===== src/rtl/fis_pkg.sv =====
// Package for the frame interval statistics unit: field widths, constants,
// divider operand select codes and the controller/datapath command and status structs.
// No dependencies.
package fis_pkg;

  localparam int unsigned DefSampleDepth = 256;

  localparam int unsigned FtW     = 24;  // frame time
  localparam int unsigned TcW     = 16;  // tick count
  localparam int unsigned IdxW    = 8;   // sample index
  localparam int unsigned SumW    = 25;  // interval time sum
  localparam int unsigned TotW    = 24;  // interval frame count
  localparam int unsigned TickW   = 32;  // interval tick sum / rates
  localparam int unsigned CntOutW = 9;   // stored_count field
  localparam int unsigned InDataW = 48;
  localparam int unsigned OutDataW = 160;

  // Shared divider: dividend aligned to its top bit, one quotient bit per cycle
  localparam int unsigned DivNW    = 60;
  localparam int unsigned DivDW    = 25;
  localparam int unsigned DivCntW  = 6;

  localparam logic [27:0] RateScale = 28'd256000000;

  localparam logic [FtW-1:0]  RiReset = 24'd500000;
  localparam logic [1:0]      RegReportInterval = 2'd0;

  // Input item kinds
  localparam logic OpAdd  = 1'b0;
  localparam logic OpRead = 1'b1;

  typedef enum logic [1:0] {
    DIV_MEAN = 2'd0,
    DIV_TICK = 2'd1,
    DIV_FPS  = 2'd2
  } div_sel_e;

  typedef struct packed {
    logic     load_in;    // capture the input transfer
    logic     update;     // ring write / read, interval sums
    logic     check;      // evaluate latch condition
    logic     div_start;
    div_sel_e div_sel;
    logic     cap_mean;
    logic     cap_tick;
    logic     apply;      // latch / select reported values
    logic     cap_fps;
    logic     out_load;
  } ctrl_cmd_t;

  typedef struct packed {
    logic div_busy;
    logic div_done;
    logic need_run;       // running mean and tick rate must be computed
    logic out_free;       // output register can take a result
    logic first_latched;
  } dp_status_t;

endpackage


===== src/rtl/fis_ctrl.sv =====
// Controller of the frame interval statistics unit: sequences update, divisions
// and the output load. Depends on fis_pkg.
module fis_ctrl (
  input  logic                clk_i,
  input  logic                rst_ni,
  input  logic                in_valid_i,
  output logic                in_ready_o,
  input  fis_pkg::dp_status_t status_i,
  output fis_pkg::ctrl_cmd_t  cmd_o
);
  import fis_pkg::*;

  localparam logic [3:0] StIdle  = 4'd0;
  localparam logic [3:0] StUpd   = 4'd1;
  localparam logic [3:0] StChk   = 4'd2;
  localparam logic [3:0] StMean  = 4'd3;
  localparam logic [3:0] StTick  = 4'd4;
  localparam logic [3:0] StApply = 4'd5;
  localparam logic [3:0] StFpsGo = 4'd6;
  localparam logic [3:0] StFps   = 4'd7;
  localparam logic [3:0] StDone  = 4'd8;

  logic [3:0] state_q, state_d;

  always_comb begin
    state_d    = state_q;
    cmd_o      = '0;
    in_ready_o = 1'b0;
    case (state_q)
      StIdle: begin
        in_ready_o = 1'b1;
        if (in_valid_i) begin
          cmd_o.load_in = 1'b1;
          state_d = StUpd;
        end
      end
      StUpd: begin
        cmd_o.update = 1'b1;
        state_d = StChk;
      end
      // running values are needed before the first latch or on a latch
      StChk: begin
        cmd_o.check = 1'b1;
        if (status_i.need_run) begin
          cmd_o.div_start = 1'b1;
          cmd_o.div_sel   = DIV_MEAN;
          state_d = StMean;
        end else begin
          state_d = StApply;
        end
      end
      StMean: begin
        if (status_i.div_done) begin
          cmd_o.cap_mean  = 1'b1;
          cmd_o.div_start = 1'b1;
          cmd_o.div_sel   = DIV_TICK;
          state_d = StTick;
        end
      end
      StTick: begin
        cmd_o.div_sel = DIV_TICK;
        if (status_i.div_done) begin
          cmd_o.cap_tick = 1'b1;
          state_d = StApply;
        end
      end
      StApply: begin
        cmd_o.apply = 1'b1;
        state_d = StFpsGo;
      end
      StFpsGo: begin
        cmd_o.div_start = 1'b1;
        cmd_o.div_sel   = DIV_FPS;
        state_d = StFps;
      end
      StFps: begin
        cmd_o.div_sel = DIV_FPS;
        if (status_i.div_done) begin
          cmd_o.cap_fps = 1'b1;
          state_d = StDone;
        end
      end
      StDone: begin
        if (status_i.out_free) begin
          cmd_o.out_load = 1'b1;
          state_d = StIdle;
        end
      end
      default: state_d = StIdle;
    endcase
  end

  always_ff @(posedge clk_i or negedge rst_ni) begin
    if (!rst_ni) begin
      state_q <= StIdle;
    end else begin
      state_q <= state_d;
    end
  end

endmodule


===== config.mk =====
export PLATFORM = sky130hd
export DESIGN_NAME = fis_ctrl
export DESIGN_NICKNAME = d
export VERILOG_FILES = /design/src/rtl/fis_pkg.sv /design/src/rtl/fis_ctrl.sv
export SDC_FILE = /design/constraint.sdc
export NUM_CORES = 1
export LEC_CHECK = 0
export BUFFER_PORTS_ARGS = -buffer_cell sky130_fd_sc_hd__clkbuf_2
export CAP_MARGIN = 10
export CORE_AREA = 2 2 39 41
export DETAILED_ROUTE_END_ITERATION = 16
export DIE_AREA = 0 0 41 43
export PLACE_DENSITY = 0.65
export SLEW_MARGIN = 20
export SYNTH_ARGS = -nofsm -noshare
export SYNTH_HDL_FRONTEND = slang
export SYNTH_SLANG_ARGS = --single-unit

===== constraint.sdc =====
create_clock -name clk_i -period 2.9 [get_ports clk_i]
set_clock_uncertainty 0.1 [all_clocks]
set_input_delay 0.58 -clock clk_i [delete_from_list [all_inputs] [get_ports clk_i]]
set_output_delay 0.58 -clock clk_i [all_outputs]
set_load 0.1 [all_outputs]

* Word-level counts from Yosys, hierarchy flattened
Cells that the tools add are included.
Storage, ports and cells: register bits after elaboration 4, input bits 8, output and inout bits 12, logic and storage cells 40
Operators by class: equality and inequality tests 13, muxes and demuxes 23, reduce and logical (&&, ||, !) cells 3
Operator list (count):
- 4-bit one-hot mux with 9 select lines | 1
- 4-bit 2-to-1 mux | 6
- 4-bit by 3-bit equality test with 1-bit output, second input constant | 4
- 1-bit 2-to-1 mux | 12
- 2-bit inequality test, second input constant | 5
- 4-bit by 2-bit equality test with 1-bit output, second input constant | 2
- 2-bit one-hot mux with 4 select lines | 1
- 3-bit 2-to-1 mux | 2
- 5-bit AND reduction | 1
- 4-bit by 1-bit equality test with 1-bit output, second input constant | 1
- 4-bit equality test, second input constant | 1
- 4-bit zero test | 1
- 1-bit one-hot mux with 3 select lines | 1
- 2-bit OR reduction | 1

* Logic depth before layout (Yosys ltp)
word-level depth 3, gate-level depth with buffers 4, mapped depth without buffers 3

* Worst setup path before layout
No wires, ideal clock.
path type reg2out, start register state_q[0], end output port cmd_o[8] (netlist name), data arrival time 3465 ps, path slack -1245 ps, cell stages (with the launch flop) 3, path buffers 1, path through dfrtp_1 > buf_6 > nor4_1
RTL lines:
- start, declared | line fis_ctrl.sv:23 | logic [3:0] state_q, state_d;
- start signal, assigned | line fis_ctrl.sv:95 | state_q <= StIdle;
- start signal, assigned | line fis_ctrl.sv:97 | state_q <= state_d;
- end, declared | line fis_ctrl.sv:9 | output fis_pkg::ctrl_cmd_t cmd_o

==> reports/qor.log <==
[status] status finished clean
[layout] largest registers state_q (4)
[timing] clock period minus worst slack 2510 ps
[drt] final wirelength 847 µm
[flow_run] number of max-capacitance violations reported 0
[synth] Yosys warning count 0
[placement] placed wire-length estimate 616 µm
[synth] average cell area after synthesis 8.59 µm²
[grt] remaining global-route overflow 0
[clock_network] clock-pin transition on the worst setup and hold timing paths 40 ps
[grt] via count of the first global-routing pass 310
[timing] relative slew slack 0.620
[synth] Post-Syn Area 378 µm²
[hold_path] class of the tightest hold or removal check primary input to asynchronous set/reset pin
[clock_network] number of clock sinks 4
[synth] post-synthesis sequential area ratio 0.265
[drt] final antenna-violating net count 0
[grt] maximum number of pins on one net before global-route repair 15
[clock_network] clock root buffer sky130_fd_sc_hd__clkbuf_4
[placement] placer's final routability congestion estimate 0.764
[grt] antenna violations before repair 0
[die] horizontal die dimension 41 µm
[timing] fmax 399 MHz
[critical_path] Data required, critical path 2220 ps
[placement] pre-CTS setup slack 584 ps
[layout] area taken by multi-input logic gates 251 µm²
[die] number of I/O pins 20
[timing] Final Slew Violations 0
[die] area of the core 0.00138 mm²
[clock_network] post-CTS setup buffers 0
[timing] period utilisation layout 0.864
[critical_path] arrival time reported for the critical path endpoint 1830 ps
[die] initial cell density of the core 0.273
[critical_path] category of the critical setup timing path flop to primary output
[die] floorplan die area 0.00176 mm²
[layout] flip-flop count of the largest register after layout 4
[timing] setup repair after global routing missed its margin false
[critical_path] critical path capture point type primary output
[layout] post-layout net count 70
[layout] register cell area after layout 100 µm²
[synth] Netlist cell types 27
[critical_path] CP max FO 14
[clock_network] Max Buffers Root-to-Sink 2
[clock_network] clock tree from TritonCTS yes
[drt] router iterations before antenna repair 4
[clock_network] total number of H-tree levels 1
[drt] 1st-iter DRT viols 2
[clock_network] number of hold-repair buffers added at the cts stage 0
[timing] slew at the pin with the worst max-slew slack 570 ps
[drt] post-detailed-route wirelength per cell 11.1 µm
[clock_network] post-cts sizing count 0
[grt] GR Util All Layers 0.119
[synth] post-synthesis net count 52
[synth] Synth Instances 44
[timing] count of final hold-check violations 0
[clock_network] CTS buffer count 3
[layout] Biggest register state_q
[drt] total via count after detailed routing 368
[placement] count of port buffers added during placement 17
[layout] layout filler cell count 152
[layout] area growth from synthesis to final layout 29.8%
[critical_path] Worst setup SP type flop
[timing] crit path setup slack, layout 393 ps
[synth] Seq cells post-synth 4
[grt] wire length of the first global-routing pass 1.34 mm
[die] cell row count 14
[clock_network] clock latency on the worst-skew pair 240 ps
[layout] Ant. Diodes 0
[layout] fraction of final layout cells with drive strength greater than 1 0.533
[timing] final setup fails 0
[die] die span in y 43 µm
[drt] Vias/cell 4.84
[drt] Remaining DRCs 0
-- synthesized netlist by cell type, drive strengths merged --
cell type / count / area share
nand2: 4 / 0.046
a311oi: 1 / 0.040
buf: 4 / 0.093
a21oi: 1 / 0.013
inv: 3 / 0.030
o211a: 1 / 0.026
a31o: 1 / 0.023
nor2: 7 / 0.070
nand3b: 2 / 0.040
o21ai: 2 / 0.036
nand2b: 3 / 0.050
and3: 1 / 0.017
and2: 1 / 0.017
nor4: 3 / 0.11
a211oi: 1 / 0.033
nand3: 2 / 0.040
nor3: 2 / 0.040
dfrtp: 4 / 0.26
o22ai: 1 / 0.017
-- through the flow --
step | utilization | hold WS, ps | setup TNS (ps) | std cells | cell area (µm²)
CTS | 0.354 | 34.2 | 0 | 76 | 490
global placement | 0.338 | 287 | 0 | 73 | 468
finish | 0.354 | 38.8 | 0 | 76 | 490
floorplan | - | 184 | -130 | 44 | 398
detailed placement | 0.338 | 288 | 0 | 73 | 468
global route | 0.354 | 40.9 | 0 | 76 | 490
-- path summary, 6_finish.rpt --
| kind | cells after the start | from | slack (ps) | endpoint |
|---|---|---|---|---|
| max | 4 | state_q[2]$_DFFE_PN0P_ | 390 | cmd_o[7] |
| min | 1 | rst_ni | 40 | state_q[0]$_DFFE_PN0P_ |
| max reg2reg | 2 | state_q[2]$_DFFE_PN0P_ | 1610 | state_q[0]$_DFFE_PN0P_ |
| min reg2reg | 1 | state_q[3]$_DFFE_PN0P_ | 650 | state_q[2]$_DFFE_PN0P_ |
| max in group asynchronous | 1 | rst_ni | 2540 | state_q[2]$_DFFE_PN0P_ |
| min in group clk_i | 2 | status_i[1] | 440 | state_q[3]$_DFFE_PN0P_ |
-- critical path, stage by stage, from the launching register on --
cell and delay [ps]:
sky130_fd_sc_hd__dfrtp_1 690, sky130_fd_sc_hd__nor2_1 140, sky130_fd_sc_hd__o21ai_0 150, sky130_fd_sc_hd__and3_1 160, sky130_fd_sc_hd__clkbuf_2 450
-- layout by cell type, fill, tap and decap left out, types with 2 or more instances in the layout --
cell type | Yosys | layout
sky130_fd_sc_hd__nand3b_1 | 2 | 2
sky130_fd_sc_hd__dfrtp_1 | 4 | 4
sky130_fd_sc_hd__nand2_1 | 3 | 3
sky130_fd_sc_hd__nand2b_1 | 3 | 3
sky130_fd_sc_hd__nor2_1 | 7 | 7
sky130_fd_sc_hd__inv_1 | 3 | 3
sky130_fd_sc_hd__clkbuf_2 | 0 | 17
sky130_fd_sc_hd__nor4_2 | 1 | 2
sky130_fd_sc_hd__clkbuf_4 | 0 | 3
-- per-layer routing --
layer | wire length, µm | GRT usage | up-vias
met4 | 0 | 0.120 | 0
met3 | 60 | 0.0314 | 0
met1 | 390 | 0.146 | 164
met2 | 396 | 0.153 | 15
met5 | 0 | 0 | -
li1 | - | - | 189
-- cell families (layout without fill, tap and decap cells) --
logic type | count (synthesis) | count (layout) | synth area share
flip-flops | 4 | 4 | 0.265
buffers and inverters | 7 | 23 | 0.123
AND/OR/NAND/NOR | 25 | 25 | 0.424
AO/OA/AOI/OAI | 8 | 8 | 0.189
-- area by class of cell --
cell class	count	share of cell area
well taps	16	0.0408
clock buffers	3	0.0459
repair buffers	17	0.173
inverters	3	0.0230
flip-flops and latches	4	0.204
multi-input cells	33	0.513
Power is left out: the tool's default activity adds up to more than one toggle a clock period on the data nets, which glitch-free logic cannot reach.
